File: src/hw/rtl/uitp_pkg.sv
package uitp_pkg;

  // default sizes
  localparam int DEF_VALUE_BITS = 64;
  localparam int DEF_MAX_LEN    = 4096;

  localparam int CH_W    = 8;
  localparam int RADIX_W = 6;
  localparam int DIGIT_W = 6;

  // radix register
  localparam logic [RADIX_W-1:0] RADIX_AUTO  = 6'd0;
  localparam logic [RADIX_W-1:0] RADIX_RESET = 6'd10;
  localparam logic [RADIX_W-1:0] BASE_MIN    = 6'd2;
  localparam logic [RADIX_W-1:0] BASE_OCT    = 6'd8;
  localparam logic [RADIX_W-1:0] BASE_DEC    = 6'd10;
  localparam logic [RADIX_W-1:0] BASE_HEX    = 6'd16;
  localparam logic [RADIX_W-1:0] BASE_MAX    = 6'd36;

  // character codes
  localparam logic [CH_W-1:0] CH_TAB    = 8'd9;
  localparam logic [CH_W-1:0] CH_CR     = 8'd13;
  localparam logic [CH_W-1:0] CH_SPACE  = 8'd32;
  localparam logic [CH_W-1:0] CH_PLUS   = 8'h2b;
  localparam logic [CH_W-1:0] CH_MINUS  = 8'h2d;
  localparam logic [CH_W-1:0] CH_ZERO   = 8'h30;
  localparam logic [CH_W-1:0] CH_NINE   = 8'h39;
  localparam logic [CH_W-1:0] CH_UP_A   = 8'h41;
  localparam logic [CH_W-1:0] CH_UP_Z   = 8'h5a;
  localparam logic [CH_W-1:0] CH_LO_A   = 8'h61;
  localparam logic [CH_W-1:0] CH_LO_Z   = 8'h7a;
  localparam logic [CH_W-1:0] CH_UP_X   = 8'h58;
  localparam logic [CH_W-1:0] CH_LO_X   = 8'h78;
  localparam logic [CH_W-1:0] LETTER_OFS = 8'd10;

  typedef enum logic [2:0] {
    PH_SPACE  = 3'd0,
    PH_LEAD   = 3'd1,
    PH_ZERO   = 3'd2,
    PH_DIGITS = 3'd3,
    PH_DONE   = 3'd4
  } phase_t;

  // parse control state
  typedef struct packed {
    phase_t               phase;
    logic                 negative;
    logic [RADIX_W-1:0]   base;
    logic                 sat;
  } ctl_t;

  localparam ctl_t CTL_RESET = '{phase: PH_SPACE, negative: 1'b0, base: '0, sat: 1'b0};

  typedef struct packed {
    logic               ok;
    logic [DIGIT_W-1:0] val;
  } digit_t;

  // character to digit value, any base up to 36
  function automatic digit_t digit_of(input logic [CH_W-1:0] c);
    digit_t d;
    d.ok  = 1'b1;
    d.val = '0;
    if (c >= CH_ZERO && c <= CH_NINE) begin
      d.val = DIGIT_W'(c - CH_ZERO);
    end else if (c >= CH_LO_A && c <= CH_LO_Z) begin
      d.val = DIGIT_W'(c - CH_LO_A + LETTER_OFS);
    end else if (c >= CH_UP_A && c <= CH_UP_Z) begin
      d.val = DIGIT_W'(c - CH_UP_A + LETTER_OFS);
    end else begin
      d.ok = 1'b0;
    end
    return d;
  endfunction

endpackage

File: src/hw/rtl/unsigned_integer_text_parser.sv
// The input register holds a transferred character until the parse step takes it;
// a final character's result is then registered and shown on out_*.
// Throughput: one character per cycle while in_stall is low, set by the combinational multiply-add step.
// in_stall rises only while a final character waits on an unread result.
// Reset (rst_n low, synchronous): radix returns to 10, parse state cleared.
module unsigned_integer_text_parser
  import uitp_pkg::*;
#(
  parameter int VALUE_BITS = DEF_VALUE_BITS,
  parameter int MAX_LEN    = DEF_MAX_LEN,
  localparam int POS_W     = $clog2(MAX_LEN + 1)
) (
  input  logic                  clk,
  input  logic                  rst_n,
  input  logic                  cfg_wr_en,
  input  logic [RADIX_W-1:0]    cfg_radix,
  input  logic                  in_valid,
  output logic                  in_stall,
  input  logic [CH_W-1:0]       in_ch,
  input  logic                  in_last,
  output logic                  out_valid,
  input  logic                  out_stall,
  output logic [VALUE_BITS-1:0] out_value,
  output logic [POS_W-1:0]      out_end_offset
);

  logic [RADIX_W-1:0]    radix_r;
  logic                  s1_valid_r, s1_valid_nxt;
  logic [CH_W-1:0]       s1_ch_r;
  logic                  s1_last_r;
  ctl_t                  ctl_r, ctl_nxt;
  logic [VALUE_BITS-1:0] acc_r, acc_nxt;
  logic [POS_W-1:0]      pos_r, pos_nxt;
  logic [POS_W-1:0]      dend_r, dend_nxt;
  logic                  out_valid_r, out_valid_nxt;
  logic [VALUE_BITS-1:0] out_mag_r;
  logic                  out_neg_r;
  logic [POS_W-1:0]      out_dend_r;

  logic                  out_free;
  logic                  s1_take;
  logic                  in_xfer;
  logic [VALUE_BITS-1:0] res_mag;
  logic                  res_neg;
  logic [POS_W-1:0]      res_dend;

  // radix register
  always_ff @(posedge clk) begin
    if (!rst_n) begin
      radix_r <= RADIX_RESET;
    end else if (cfg_wr_en) begin
      radix_r <= cfg_radix;
    end
  end

  // handshake: only a final character needs a free result slot
  assign out_free     = !out_valid_r || !out_stall;
  assign s1_take      = s1_valid_r && (!s1_last_r || out_free);
  assign in_stall     = s1_valid_r && !s1_take;
  assign in_xfer      = in_valid && !in_stall;
  assign s1_valid_nxt = in_xfer || (s1_valid_r && !s1_take);

  // input register
  always_ff @(posedge clk) begin
    if (!rst_n) begin
      s1_valid_r <= 1'b0;
    end else begin
      s1_valid_r <= s1_valid_nxt;
    end
  end

  always_ff @(posedge clk) begin
    if (in_xfer) begin
      s1_ch_r   <= in_ch;
      s1_last_r <= in_last;
    end
  end

  uitp_step #(
    .VALUE_BITS (VALUE_BITS),
    .MAX_LEN    (MAX_LEN)
  ) u_step (
    .ch       (s1_ch_r),
    .last     (s1_last_r),
    .radix    (radix_r),
    .ctl_q    (ctl_r),
    .acc_q    (acc_r),
    .pos_q    (pos_r),
    .dend_q   (dend_r),
    .ctl_d    (ctl_nxt),
    .acc_d    (acc_nxt),
    .pos_d    (pos_nxt),
    .dend_d   (dend_nxt),
    .res_mag  (res_mag),
    .res_neg  (res_neg),
    .res_dend (res_dend)
  );

  // parse state advances once per consumed character
  always_ff @(posedge clk) begin
    if (!rst_n) begin
      ctl_r  <= CTL_RESET;
      acc_r  <= '0;
      pos_r  <= '0;
      dend_r <= '0;
    end else if (s1_take) begin
      ctl_r  <= ctl_nxt;
      acc_r  <= acc_nxt;
      pos_r  <= pos_nxt;
      dend_r <= dend_nxt;
    end
  end

  // result register
  always_comb begin
    if (s1_take && s1_last_r) begin
      out_valid_nxt = 1'b1;
    end else if (!out_stall) begin
      out_valid_nxt = 1'b0;
    end else begin
      out_valid_nxt = out_valid_r;
    end
  end

  always_ff @(posedge clk) begin
    if (!rst_n) begin
      out_valid_r <= 1'b0;
    end else begin
      out_valid_r <= out_valid_nxt;
    end
  end

  always_ff @(posedge clk) begin
    if (s1_take && s1_last_r) begin
      out_mag_r  <= res_mag;
      out_neg_r  <= res_neg;
      out_dend_r <= res_dend;
    end
  end

  // sign applied on the way out, modulo 2^VALUE_BITS
  assign out_valid      = out_valid_r;
  assign out_value      = out_neg_r ? (VALUE_BITS'(0) - out_mag_r) : out_mag_r;
  assign out_end_offset = out_dend_r;

  // a saturated value stays at all ones until the string ends
  a_sat_ones: assert property (@(posedge clk) disable iff (!rst_n)
    ctl_r.sat |-> (&acc_r))
    else $error("saturated flag without all-ones accumulator");

  // the digit end never runs past the character count
  a_dend_bound: assert property (@(posedge clk) disable iff (!rst_n)
    dend_r <= pos_r)
    else $error("digit end beyond position");

  // a consumed final character restarts the parse and posts a result
  a_last_clears: assert property (@(posedge clk) disable iff (!rst_n)
    s1_take && s1_last_r |=> ctl_r.phase == PH_SPACE && pos_r == '0 && out_valid_r)
    else $error("final character did not restart parse or post result");

  // input stalls only behind a final character blocked by an unread result
  a_stall_cause: assert property (@(posedge clk) disable iff (!rst_n)
    in_stall |-> s1_valid_r && s1_last_r && out_valid_r && out_stall)
    else $error("input stall without blocked result");

endmodule

File: src/hw/rtl/uitp_step.sv
module uitp_step
  import uitp_pkg::*;
#(
  parameter int VALUE_BITS = DEF_VALUE_BITS,
  parameter int MAX_LEN    = DEF_MAX_LEN,
  localparam int POS_W     = $clog2(MAX_LEN + 1)
) (
  input  logic [CH_W-1:0]       ch,
  input  logic                  last,
  input  logic [RADIX_W-1:0]    radix,
  input  ctl_t                  ctl_q,
  input  logic [VALUE_BITS-1:0] acc_q,
  input  logic [POS_W-1:0]      pos_q,
  input  logic [POS_W-1:0]      dend_q,
  output ctl_t                  ctl_d,
  output logic [VALUE_BITS-1:0] acc_d,
  output logic [POS_W-1:0]      pos_d,
  output logic [POS_W-1:0]      dend_d,
  output logic [VALUE_BITS-1:0] res_mag,
  output logic                  res_neg,
  output logic [POS_W-1:0]      res_dend
);

  localparam int PROD_W = VALUE_BITS + RADIX_W;
  localparam logic [POS_W-1:0] POS_LIMIT = POS_W'(MAX_LEN);

  logic [CH_W-1:0]       c;
  logic [POS_W-1:0]      pos_n;
  logic [POS_W-1:0]      dend_n;
  logic [VALUE_BITS-1:0] acc_n;
  ctl_t                  ctl_n;
  logic                  do_lead;
  logic                  do_take;
  logic                  lead_zero;
  logic [RADIX_W-1:0]    lead_base;
  logic [RADIX_W-1:0]    take_base;
  digit_t                dg;
  logic [PROD_W-1:0]     prod;

  // past the length limit every character reads as a terminator
  always_comb begin
    if (pos_q >= POS_LIMIT) begin
      c     = '0;
      pos_n = pos_q;
    end else begin
      c     = ch;
      pos_n = pos_q + POS_W'(1);
    end
  end

  // base choice for the first character after any leading spaces and sign
  always_comb begin
    lead_zero = (c == CH_ZERO) && (radix == RADIX_AUTO || radix == BASE_HEX);
    if (radix == RADIX_AUTO) begin
      lead_base = BASE_DEC;
    end else if (radix >= BASE_MIN && radix <= BASE_MAX) begin
      lead_base = radix;
    end else begin
      lead_base = '0;
    end
  end

  // base in effect for a digit consumed in this step
  always_comb begin
    case (ctl_q.phase)
      PH_ZERO:   take_base = (radix == RADIX_AUTO) ? BASE_OCT : BASE_HEX;
      PH_DIGITS: take_base = ctl_q.base;
      default:   take_base = lead_base;
    endcase
  end

  assign dg   = digit_of(c);
  // overflow when acc * base + d does not fit
  assign prod = PROD_W'(acc_q) * PROD_W'(take_base) + PROD_W'(dg.val);

  // phase sequencing and digit accumulation
  always_comb begin
    ctl_n   = ctl_q;
    acc_n   = acc_q;
    dend_n  = dend_q;
    do_lead = 1'b0;
    do_take = 1'b0;

    case (ctl_q.phase)
      PH_SPACE: begin
        if ((c >= CH_TAB && c <= CH_CR) || c == CH_SPACE) begin
          ctl_n.phase = PH_SPACE;
        end else if (c == CH_PLUS || c == CH_MINUS) begin
          ctl_n.negative = (c == CH_MINUS);
          ctl_n.phase    = PH_LEAD;
        end else begin
          do_lead = 1'b1;
        end
      end
      PH_LEAD: begin
        do_lead = 1'b1;
      end
      PH_ZERO: begin
        ctl_n.phase = PH_DIGITS;
        if (c == CH_LO_X || c == CH_UP_X) begin
          ctl_n.base = BASE_HEX;
        end else begin
          ctl_n.base = (radix == RADIX_AUTO) ? BASE_OCT : BASE_HEX;
          dend_n     = pos_q;
          do_take    = 1'b1;
        end
      end
      PH_DIGITS: begin
        do_take = 1'b1;
      end
      default: begin
        ctl_n.phase = PH_DONE;
      end
    endcase

    if (do_lead) begin
      if (lead_zero) begin
        ctl_n.phase = PH_ZERO;
      end else begin
        ctl_n.base  = lead_base;
        ctl_n.phase = PH_DIGITS;
        do_take     = 1'b1;
      end
    end

    if (do_take) begin
      if (!dg.ok || dg.val >= take_base || take_base < BASE_MIN) begin
        ctl_n.phase = PH_DONE;
      end else begin
        if (!ctl_q.sat) begin
          if (prod[PROD_W-1:VALUE_BITS] != '0) begin
            acc_n     = '1;
            ctl_n.sat = 1'b1;
          end else begin
            acc_n = prod[VALUE_BITS-1:0];
          end
        end
        dend_n = pos_q + POS_W'(1);
      end
    end
  end

  // result and return to the idle parse state on the final character
  always_comb begin
    res_mag  = acc_n;
    res_neg  = ctl_n.negative;
    res_dend = (ctl_n.phase == PH_ZERO) ? pos_n : dend_n;
    if (last) begin
      ctl_d  = CTL_RESET;
      acc_d  = '0;
      pos_d  = '0;
      dend_d = '0;
    end else begin
      ctl_d  = ctl_n;
      acc_d  = acc_n;
      pos_d  = pos_n;
      dend_d = dend_n;
    end
  end

endmodule
File: config.mk
export PLATFORM = sky130hd
export DESIGN_NAME = unsigned_integer_text_parser
export DESIGN_NICKNAME = d
export VERILOG_FILES = /design/src/hw/rtl/uitp_pkg.sv /design/src/hw/rtl/unsigned_integer_text_parser.sv /design/src/hw/rtl/uitp_step.sv
export SDC_FILE = /design/constraint.sdc
export NUM_CORES = 1
export LEC_CHECK = 0
export BUFFER_PORTS_ARGS = -buffer_cell sky130_fd_sc_hd__buf_2
export CAP_MARGIN = 20
export CORE_UTILIZATION = 54
export CTS_CLUSTER_SIZE = 28
export DETAILED_ROUTE_END_ITERATION = 16
export GPL_ROUTABILITY_DRIVEN = 1
export PLACE_DENSITY_LB_ADDON = 0.05
export SYNTH_ARGS = -nofsm -noshare
export SYNTH_HDL_FRONTEND = slang
export SYNTH_HIERARCHICAL = 1
export SYNTH_SLANG_ARGS = --single-unit
File: constraint.sdc
create_clock -name clk -period 8.1 [get_ports clk]
set_input_delay 0.405 -clock clk [delete_from_list [all_inputs] [get_ports clk]]
set_output_delay 0.405 -clock clk [all_outputs]
set_load 0.02 [all_outputs]
==> results of run 1 <==
-- final cells by class --
type	instances	share of cell area [%]
Clock buffer	17	1.59
Inverter	81	1.14
Multi-Input combinational cell	2409	72.3
Tap cell	600	2.81
Clock inverter	15	0.729
Timing Repair Buffer	143	3.54
Sequential cell	196	17.9
-- worst max-delay path: stages, from the launching register on --
cell and delay (ns):
dfxtp_1 0.35, or4_1 0.57, or3_1 0.45, o211ai_1 0.31, o21ai_4 0.21, buf_16 0.21, buf_4 0.23, and2_1 0.21
fa_1 0.50, inv_1 0.06, fa_1 0.53, inv_1 0.06, fa_1 0.48, ha_1 0.31, ha_1 0.42, a21o_1 0.23
a21o_1 0.23, a211oi_2 0.20, o21ai_1 0.16, or4b_2 0.66, nand3_1 0.10, nand4_1 0.15, nor2_4 0.18, buf_4 0.16
buf_12 0.22, a311oi_2 0.13, nand2_1 0.11, a21boi_0 0.09
-- path summary, 6_finish.rpt --
kind                    from   endpoint  slack, ns  depth (start not counted)
hold / removal       in_last  s1_last_r       0.06                          1
setup / recovery  radix_r[0]  acc_r[40]       0.40                         27
hold reg to reg    dend_r[0]  dend_r[0]       0.47                          2
setup reg to reg  radix_r[0]  acc_r[40]       0.40                         27
-- synthesized netlist by cell type, drive strengths merged, types with 80 or more instances --
cell type	n
nand2	340
and2	314
fa	252
nor2	215
ha	164
a21oi	158
clkbuf	142
dfxtp	109
a21boi	108
xnor2	104
o21ai	102
edfxtp	87
inv	81
nor2b	80
-- timing repair --
action | 4_1_cts | 5_1_grt
setup buffers | 0 | 4
setup endpoints to repair | 0 | 129
resized for setup | 0 | 16
-- per-stage QoR --
step | instance area [um2] | utilization [%] | hold slack [ns]
global placement | 25900 | 56.9 | 0.454
floorplan | 25100 | - | 0.442
detailed placement | 25900 | 56.9 | 0.465
finish | 26800 | 58.7 | 0.0608
global route | 26800 | 58.7 | 0.0429
CTS | 26500 | 58.2 | 0.0316
-- flip-flops by register name (all words and copies together), names as in the netlist --
register        count
out_neg_r           1
acc_r              64
s1_ch_r             8
pos_r              13
out_mag_r          64
s1_valid_r          1
out_end_offset     13
ctl_r              11
dend_r             13
out_valid           1
s1_last_r           1
radix_r             6
-- where the power goes --
group          internal [mW]  switching, mW
clock                  0.426          0.496
combinational          0.175          0.382
sequential              1.06         0.0322
total                   1.66          0.910
-- logic make-up after synthesis --
kind of cell / Yosys count
AND/OR/NAND/NOR: 1166
AO/OA/AOI/OAI: 683
XOR/XNOR: 132
adder cells (fa/ha/maj): 416
buffers and inverters: 267
multiplexers: 12
flip-flops: 196
-- layer usage --
metal / routed length, um / global-route usage (%)
met1: 32600 / 42.8
met2: 33200 / 50.0
met3: 4490 / 5.34
met4: 2180 / 11.2
met5: 0 / 0
==> impl_summary.md, run 1 <==
Status
The flow ran to the end, and the final reports show no timing, DRC or antenna violations.

Synthesis
The synthesis warning total is 6. The portion of the post-synthesis area used by sequential elements is 19.1%. The synthesized netlist devotes between 10% and 20% of its cell area to compound gates.

The post-synthesis instance area is about 25000 um2. Among all flip-flop cells after synthesis, the most frequent one is dfxtp_1. Of the total synthesized cell area, the portion taken by full adders, half adders and majority gates is between 20% and 30%. Synthesis handed over a netlist of between 2000 and 3000 instances. Counting distinct cell types in the post-synthesis netlist gives 85. Summed over all instances, the cell type with the most area after synthesis is fa_1. The mean instance size in the synthesized netlist is roughly 8.7 um2.

The portion of synthesized area spent on multiplexers is 0.484%. The number of nets in the synthesized netlist is between 3000 and 4000. The share of synthesized registers carrying an async set or reset is 0%. After synthesis the netlist holds a flip-flop and latch count of ~200. Sorting the synthesized cells by area gives the leading types as fa_1, edfxtp_1, dfxtp_1. The top cell type's share of synthesized area is about a fifth. The synthesized netlist devotes a little under a quarter of its cell area to simple gates.

The combinational family with the most area after synthesis is adder cells. In this run, synthesis inferred 87 flip-flops with an integrated enable. Of the total synthesized cell area, the portion taken by XOR and XNOR cells is ~4.6%.

Global route
The number of antenna violations at the first check in global routing is 0. Entering global routing, the biggest net connects between 100 and 150 pins. The via count of the first global-routing pass is 21500. The total overflow reported by the global router is 0. Global routing used 31.3% of the available tracks. The wire length of the first global-routing pass is approximately 120000 um.

Placement
The routability congestion estimate is 0.935. The count of buffers inserted at the top-level ports is 98. The estimated wirelength of the detail-placed design is ~53000 um. The cell total after placement is ~3400. The worst-case setup slack after placement is 0.130 ns.

STA
The fmax is around 0.13 GHz. The total negative setup slack is 0 ns. The clock period could shrink to between 7 and 8 ns. Setup repair after global routing left no endpoint under its margin. The tightest slew margin relative to the limit is 29.9%. The part of the cycle the worst path needs is ~95%. The number of failing setup endpoints in the final timing report is 0. The hold violation total from the final report was 0. The worst clock skew is approximately 0.019 ns. In the post-route analysis, the smallest setup slack over all paths is ~0.40 ns. For the pin with the worst max-slew slack, the measured transition is between 1 and 1.5 ns. The count of pins over their slew limit is 0.

Layout
The final standard cell count with taps included and fillers excluded is 3461. The repair_antennas step left the layout with diodes totalling 0. In the final layout, the multi-input gates occupy 19300 um2. The sequential cell area is between 4000 and 5000 um2. From synthesis to final layout, the design area changed by 6.80%.

In the final layout, the share of cells above drive strength 1 is 9.72%. The final layout contains around 3300 nets. The library cell used most frequently in the layout, excluding fill and tap cells, is nand2_1.

Leaving out fill and tap cells, the most frequent cells in the layout are nand2_1, and2_1, fa_1. The number of filler cells placed in the layout is slightly above 4000.

Route
In this run the remaining antenna-violating nets after routing total 0. In the final routed layout, each cell accounts on average for 20.9 um. The detailed-route via count is around 21000.

The sum of routed wire length over all layers is slightly above 70000 um. The first routing iteration left about 1500 violations. The vias per cell is between 6 and 7.

For this run, design rule violations remaining after detail routing come to 0. The count of TritonRoute iterations in the first routing pass is 6.

Clock network
In this run the number of H-tree levels came out at 4. After clock tree synthesis, the clock-pin slew on the worst setup and hold paths is 0.08 ns. The number of hold buffers added after CTS was 0. In this run the clock root is driven by a clkbuf_16. Clock latency on the worst-skew pair, taken at its later pin, is between 0.5 and 0.6 ns. Buffers inserted during clock tree synthesis total 17. Clock tree synthesis found a total of ~200 sinks. The worst-case clock buffer depth is 2. TritonCTS built the clock tree.

Die
The horizontal die dimension is 217 um. The starting utilization of the core area is a little over half. The floorplan has 78 rows. The height of the chip is between 200 and 250 um. The number of top-level pins is 99.

The floorplan step defined a die boundary enclosing about 47000 um2. The total area inside the core boundary comes to 45600 um2.

Power
The areal power density over the cells is 96.2 nW/um2. The total design power is roughly 2.6 mW. The worst vdd rail ir drop is around 0.16 mV.

For this design the static power due to leakage is 11.6 nW.

Worst setup path
The peak fanout along the critical path is 27. The data required time at the worst endpoint is between 8 and 9 ns. The startpoint type of the worst setup path is a flip-flop. The arrival time of data at the critical path endpoint is approximately 8.1 ns. The element type at the critical path end is a flip-flop. The category of the critical setup timing path is flip-flop to flip-flop.

Job
The total of max-cap violations is 0.

Worst hold path
The type of the worst min-delay path is primary input to flip-flop.
No activity file was read; power rests on OpenSTA's default activity.
==> run 2, diff against run 1 <==
--- a/config.mk
+++ b/config.mk
@@ -8,10 +8,9 @@
 export BUFFER_PORTS_ARGS = -buffer_cell sky130_fd_sc_hd__buf_2
 export CAP_MARGIN = 20
 export CORE_UTILIZATION = 54
-export CTS_CLUSTER_SIZE = 28
 export DETAILED_ROUTE_END_ITERATION = 16
 export GPL_ROUTABILITY_DRIVEN = 1
-export PLACE_DENSITY_LB_ADDON = 0.05
+export PLACE_DENSITY = 0.71
 export SYNTH_ARGS = -nofsm -noshare
 export SYNTH_HDL_FRONTEND = slang
 export SYNTH_HIERARCHICAL = 1
==> run 2 against run 1 <==
Effect of this change:
- global-route usage is 0.90 points lower
- wire length fell by 1.0%
- critical endpoint is now acc_r[62]
- die area is the same
- combinational power shrank 0.9%
==> impl_summary.md, run 2 (same netlist as run 1, synthesis figures left out) <==
Die
The starting utilization of the core area was 55.0% (unchanged). The total number of placement rows is 78 (unchanged). The horizontal die dimension came to 217 um (unchanged). The number of top-level pins is 99 (unchanged). The standard cell core area came to 45600 um2 (unchanged). The height of the chip was 217 um (unchanged).

The die outline area is 47300 um2 (unchanged).

Status
The flow ran to the end, and the final reports show no timing, DRC or antenna violations.

Layout
The proportion of layout cells with a drive suffix above 1 came to 9.39% (-0.33 points). The synthesis-to-finish area growth is 6.42%. In the final layout, the registers with the most flip-flops are acc_r (64), out_mag_r (64). The leading cell type in the layout, fill and taps excluded is nand2_1. The net count of the finished layout is 3278 (-0.18%).

The final instance area is 26700 um2 (-0.36%). Leaving out fill and tap cells, the most frequent cells in the layout are nand2_1, and2_1, fa_1.

STA
The number of failing setup endpoints in the final timing report is 0 (unchanged). The final critical-path setup slack came to 0.308 ns (-0.0945 ns). The part of the cycle the worst path needs came to 96.2% (+1.2 points). The total negative setup slack is 0 ns (unchanged). The final hold slack is 0.0807 ns (+0.0199 ns). The count of pins over their slew limit is 0 (unchanged). The transition time at the pin with the least slew margin is 1.10 ns (+0.0577 ns). The fmax is 0.128 GHz (-1.2%). The hold violation total from the final report came to 0 (unchanged). The final critical-path required period came to 7.79 ns (+0.0945 ns). The tightest slew margin relative to the limit came to 25.9% (-4.1 points). The worst clock skew was 0.0209 ns (+0.00184 ns).

Route
The sum of routed wire length over all layers is 71700 um (-1.0%). The violation count after the first detailed-routing iteration came to 1879 (+25%). The detailed-route via count was 21600 (+0.37%). The count of unresolved DRC violations after routing is 0 (unchanged). The vias per cell is 6.24 (+0.48%). The remaining antenna violation count was 0 (unchanged). The count of TritonRoute iterations in the first routing pass is 7 (+1).

The mean routed wirelength per cell was 20.7 um (-0.89%).

Global route
The wire length of the first global-routing pass is 114000 um (-2.1%). The number of antenna violations at the first check in global routing was 2 (+2). The via count of the first global-routing pass is 21300 (-0.86%).

The total overflow reported by the global router is 0 (unchanged). The all-layer global routing usage was 30.4% (-0.90 points). The maximum number of pins on one net before global-route repair is 110 (unchanged).

Worst setup path
The worst setup path is launched from a flip-flop. The buffers plus inverters on the worst setup path came to 4 (-2). The number of cells on the worst reg-to-reg path is 26 (-3.7%). The arrival time of data at the critical path endpoint is 8.21 ns (+0.12 ns). The worst stage delay on the critical path is 0.58 ns (-0.08 ns).

STA classifies the critical path endpoint as a flip-flop. The data required time at the worst endpoint is 8.52 ns (+0.03 ns). The minimum setup slack among reg-to-reg paths is 0.31 ns (-0.09 ns).

The category of the critical setup timing path is flip-flop to flip-flop. The cell family contributing the most delay on the critical path is adder cells. The startpoint of the most critical setup path is radix_r[0]. The instance count on the critical path came to 26 (-3.7%).

The endpoint of the worst-slack reg-to-reg timing path is acc_r[62]. The reg-to-reg critical path startpoint is radix_r[0]. The peak fanout along the critical path is 33 (+22%). Following the worst setup path forward leads to its endpoint at acc_r[62]. The slowest stage of the critical path is the or4_1 cell.

Clock network
The number of hold buffers added after cts was 0 (unchanged). The total number of clock tree sinks is 196 (unchanged). The clock tree from TritonCTS is done. The clock latency of the later-clocked register in the worst-skew pair was 0.50 ns (-0.02 ns).

The clock buffer count from CTS came to 17 (unchanged). The level count of the clock H-tree is 4 (unchanged). The worst-case clock buffer depth came to 2 (unchanged). The tree is rooted in a clkbuf_16.

The clock slew seen by the registers of the worst setup and hold paths is 0.08 ns (about the same).

Power
The standby leakage power came to 11.6 nW (-0.41%). The areal power density over the cells is 95.6 nW/um2 (-0.62%). The worst vdd rail ir drop is 0.221 mV (+37%). The total design power was 2.55 mW (-0.97%).

Placement
The worst-case setup slack after placement was 0.332 ns (+0.202 ns). The placed instance area is 25900 um2 (about the same). The count of buffers inserted at the top-level ports is 98 (unchanged). The routability congestion estimate is 0.944 (+1.0%).

The estimated wirelength of the detail-placed design is 52700 um (-1.6%).

Worst hold path
The type of the worst min-delay path is primary input to flip-flop.

Job
The total of max-cap violations was 0 (unchanged).
[run 2: cell types whose count changed in the layout (fill, tap and decap cells not counted), moves of 2 or more]
cell / previous run / this run
buf_4: 38 / 30
a221oi_2: 2 / 0
diode_2: 0 / 2
buf_12: 2 / 4
clkinv_8: 4 / 2
a221oi_1: 8 / 10
buf_16: 3 / 1
inv_8: 2 / 6
inv_12: 4 / 0
[run 2: per-layer routing]
| layer | share of wire, % | track usage, % |
|---|---|---|
| met1 | 44 | 41.7 |
| met2 | 47 | 49.6 |
| met4 | 1.9 | 8.57 |
| met3 | 7.0 | 4.95 |
| met5 | 0 | 0 |
[run 2: area by class of cell]
class,count,area (um2)
diodes,2,5.00
clock buffers,17,425
clock inverters,15,178
fillers,4025,18900
inverters,81,304
multi-input cells,2410,19300
flip-flops and latches,196,4790
well taps,600,751
repair buffers,136,885
[run 2: worst min path at each step]
stage	from	end	slack [ns]	cells after the start
floorplan	pos_r[10]	pos_r[10]	0.44	2
global placement	dend_r[0]	dend_r[0]	0.45	2
detailed placement	ctl_r[1]	ctl_r[1]	0.48	2
CTS	in_last	s1_last_r	0.06	1
global route	in_ch[2]	s1_ch_r[2]	0.06	1
finish	in_ch[2]	s1_ch_r[2]	0.08	1
[run 2: repair_timing]
item / 4_1_cts / 5_1_grt
endpoints found under the setup margin: 0 / 124
setup buffers: 0 / 5
resized for setup: 0 / 10
endpoints found under the hold margin: 0 / 0
[run 2: stage by stage]
stage | cells | util [%]
after floorplan | 2872 | -
after global placement | 3414 | 56.8
after detailed placement | 3414 | 56.8
after CTS | 3446 | 58.1
after global routing | 3455 | 58.5
final | 3457 | 58.5
[run 2: where the power goes]
part	switching, mW	internal [mW]
Sequential	0.0317	1.06
Clock	0.458	0.444
Combinational	0.380	0.172
Total	0.870	1.68
==> run 3, diff against run 2 <==
--- a/config.mk
+++ b/config.mk
@@ -11,6 +11,7 @@
 export DETAILED_ROUTE_END_ITERATION = 16
 export GPL_ROUTABILITY_DRIVEN = 1
 export PLACE_DENSITY = 0.71
+export RECOVER_POWER = 50
 export SYNTH_ARGS = -nofsm -noshare
 export SYNTH_HDL_FRONTEND = slang
 export SYNTH_HIERARCHICAL = 1
==> run 3 against run 2 <==
Effect of this change:
- the run now ends with capacitance limit, slew limit left
- maximum frequency rose by 0.26%
- non-clock buffer count stayed put
- count of clock-buffer cells in the layout is the same
- via count shrank 0.44%
- total power hardly changed
- clock skew is 0.00099 ns lower
- utilization shrank 0.28 points
- combinational power fell by 0.7%
- setup slack improved by 0.020 ns
- critical endpoint is now acc_r[63]
- largest cell class unchanged
- highest routed layer unchanged
==> impl_summary.md, run 3 (same netlist as run 1, synthesis figures left out) <==
Status
The run finished, with violations left. The final reports fail on capacitance limit, slew limit.

Power
The worst vdd rail ir drop is 0.221 mV (about the same). The areal power density over the cells is 96.0 nW/um2 (+0.42%). The net switching power is 870 uW (about the same). The clock group share of total power came to 35.4% (about the same). The register share of total power is 43.0% (about the same). The standby leakage power is 11.4 nW (-1.7%). The total design power was 2.55 mW (about the same). The switching part of the total power was 34.2% (+0.038 points). The part of the total power dissipated in combinational logic is 21.5% (about the same). The internal power of the cells was 1.68 mW (-0.12%).

STA
The count of pins over their slew limit is 186 (+186). The part of the cycle the worst path needs is 95.9% (-0.25 points). The total negative setup slack was 0 ns (unchanged). The worst clock skew is 0.0199 ns (-0.000993 ns). The number of failing setup endpoints in the final timing report is 0 (unchanged). The fmax is 0.129 GHz (+0.26%). The tightest slew margin relative to the limit is -110% (-140 points).

The transition time at the pin with the least slew margin is 3.14 ns (+2.04 ns). The final critical-path required period is 7.77 ns (-0.0201 ns). The hold violation total from the final report came to 0 (unchanged).

Global route
The wire length of the first global-routing pass came to 114000 um (unchanged). The maximum number of pins on one net before global-route repair came to 110 (unchanged). The via count of the first global-routing pass is 21300 (unchanged). The total overflow reported by the global router was 0 (unchanged). The all-layer global routing usage came to 30.4% (unchanged). The number of antenna violations at the first check in global routing was 2 (unchanged).

Die
The total number of placement rows was 78 (unchanged). The horizontal die dimension came to 217 um (unchanged). The starting utilization of the core area is 55.0% (unchanged).

The height of the chip is 217 um (unchanged). The standard cell core area was 45600 um2 (unchanged). The number of top-level pins is 99 (unchanged). The die outline area is 47300 um2 (unchanged).

Layout
The synthesis-to-finish area growth is 5.91%. The proportion of layout cells with a drive suffix above 1 is 7.29% (-2.1 points). The net count of the finished layout is 3278 (unchanged). The final core utilization came to 58.2% (-0.28 points). The top cell types in the final layout, fill and taps aside, are nand2_1, and2_1, fa_1. In the final layout, the registers with the most flip-flops are acc_r (64), out_mag_r (64). The number of filler cells placed in the layout is 4057 (+0.80%). The leading cell type in the layout, fill and taps excluded is nand2_1.

Job
The total of max-cap violations was 4 (+4).

Clock network
The clock buffer count from CTS is 17 (unchanged). The total number of clock tree sinks is 196 (unchanged). The level count of the clock H-tree is 4 (unchanged).

The clock latency of the later-clocked register in the worst-skew pair is 0.50 ns (about the same). The clock slew seen by the registers of the worst setup and hold paths came to 0.09 ns (about the same). CTS placed an instance of clkbuf_16 at the clock tree root. TritonCTS built the clock tree.

The worst-case clock buffer depth is 2 (unchanged). The number of hold buffers added after cts came to 0 (unchanged).

Placement
The routability congestion estimate is 0.944 (unchanged). The count of buffers inserted at the top-level ports was 98 (unchanged). The estimated wirelength of the detail-placed design was 52700 um (unchanged).

Worst setup path
The data required time at the worst endpoint is 8.51 ns (about the same). Among cell families on the critical path, the largest total delay comes from adder cells. The category of the critical setup timing path is flip-flop to flip-flop.

The buffers plus inverters on the worst setup path is 4 (unchanged). The worst stage delay on the critical path is 0.57 ns (about the same). Counting stages on the worst path, the most repeated cell is fa_1. The peak fanout along the critical path came to 13 (-61%). The arrival time of data at the critical path endpoint is 8.18 ns (-0.03 ns). The element type at the critical path end is a flip-flop. The largest individual stage delay along the critical path comes from the cell or4_1. The worst setup path is launched from a flip-flop.

Route
The violation count after the first detailed-routing iteration is 1869 (-0.53%). The vias per cell is 6.21 (-0.44%). The mean routed wirelength per cell was 20.8 um (+0.15%). The detailed-route via count is 21500 (-0.44%).

The remaining antenna violation count is 0 (unchanged). The count of TritonRoute iterations in the first routing pass came to 6 (-1). The count of unresolved DRC violations after routing came to 0 (unchanged). The sum of routed wire length over all layers came to 71800 um (+0.15%).

Worst hold path
The type of the worst min-delay path is primary input to flip-flop.
[run 3: cell count changes in the layout (fill, tap and decap cells not counted), moves of 2 or more]
cell,delta
buf_4,-5
nor4_1,+2
clkbuf_1,+54
buf_2,-49
[run 3: power groups by stage]
stage                     sequential, mW  combinational [mW]  clock (mW)
final                               1.10               0.548       0.903
after floorplan                     1.11               0.379           0
after CTS                           1.10               0.531       0.916
after detailed placement            1.12               0.528           0
after global placement              1.12               0.516           0
after global routing                1.10               0.594       0.952
[run 3: final timing paths]
| check | slack, ns | startpoint | endpoint | depth (start not counted) |
|---|---|---|---|---|
| worst max register to register | 0.33 | radix_r[0] | acc_r[63] | 26 |
| worst min register to register | 0.48 | ctl_r[1] | ctl_r[1] | 2 |
| worst min-delay path | 0.08 | in_ch[0] | s1_ch_r[0] | 1 |
| worst max-delay path | 0.33 | radix_r[0] | acc_r[63] | 26 |
[run 3: per-layer routing]
| layer | vias to the layer above | GRT usage (%) | wire length [um] |
|---|---|---|---|
| met5 | - | 0 | 0 |
| met4 | 0 | 8.57 | 1310 |
| met3 | 72 | 4.95 | 5220 |
| met2 | 826 | 49.6 | 33800 |
| li1 | 9910 | - | - |
| met1 | 10700 | 41.7 | 31500 |
[run 3: timing repair]
action                                 in CTS  in global routing
endpoints found under the hold margin       0                  0
buffers inserted                            0                  5
setup endpoints to repair                   0                124
resized for setup                           0                 10
[run 3: layout make-up]
class,instances,area [um2],area share (%)
antenna,2,5.00,0.0189
clock buffer,17,425,1.60
clock inverter,15,178,0.670
inverter,81,304,1.15
multi-input combinational,2410,19300,72.6
sequential,196,4790,18.1
tap,600,751,2.83
timing repair buffer,136,805,3.03
[run 3: through the flow]
stage          setup WS [ns]  area [um2]  hold WS (ns)  instances
3_3_place_gp           0.492       25900         0.455       3414
2_1_floorplan           1.22       25100         0.442       2872
3_5_place_dp           0.332       25900         0.475       3414
5_1_grt              -0.0154       26500        0.0586       3455
6_report               0.328       26500        0.0815       3457
4_1_cts                0.305       26500        0.0555       3446
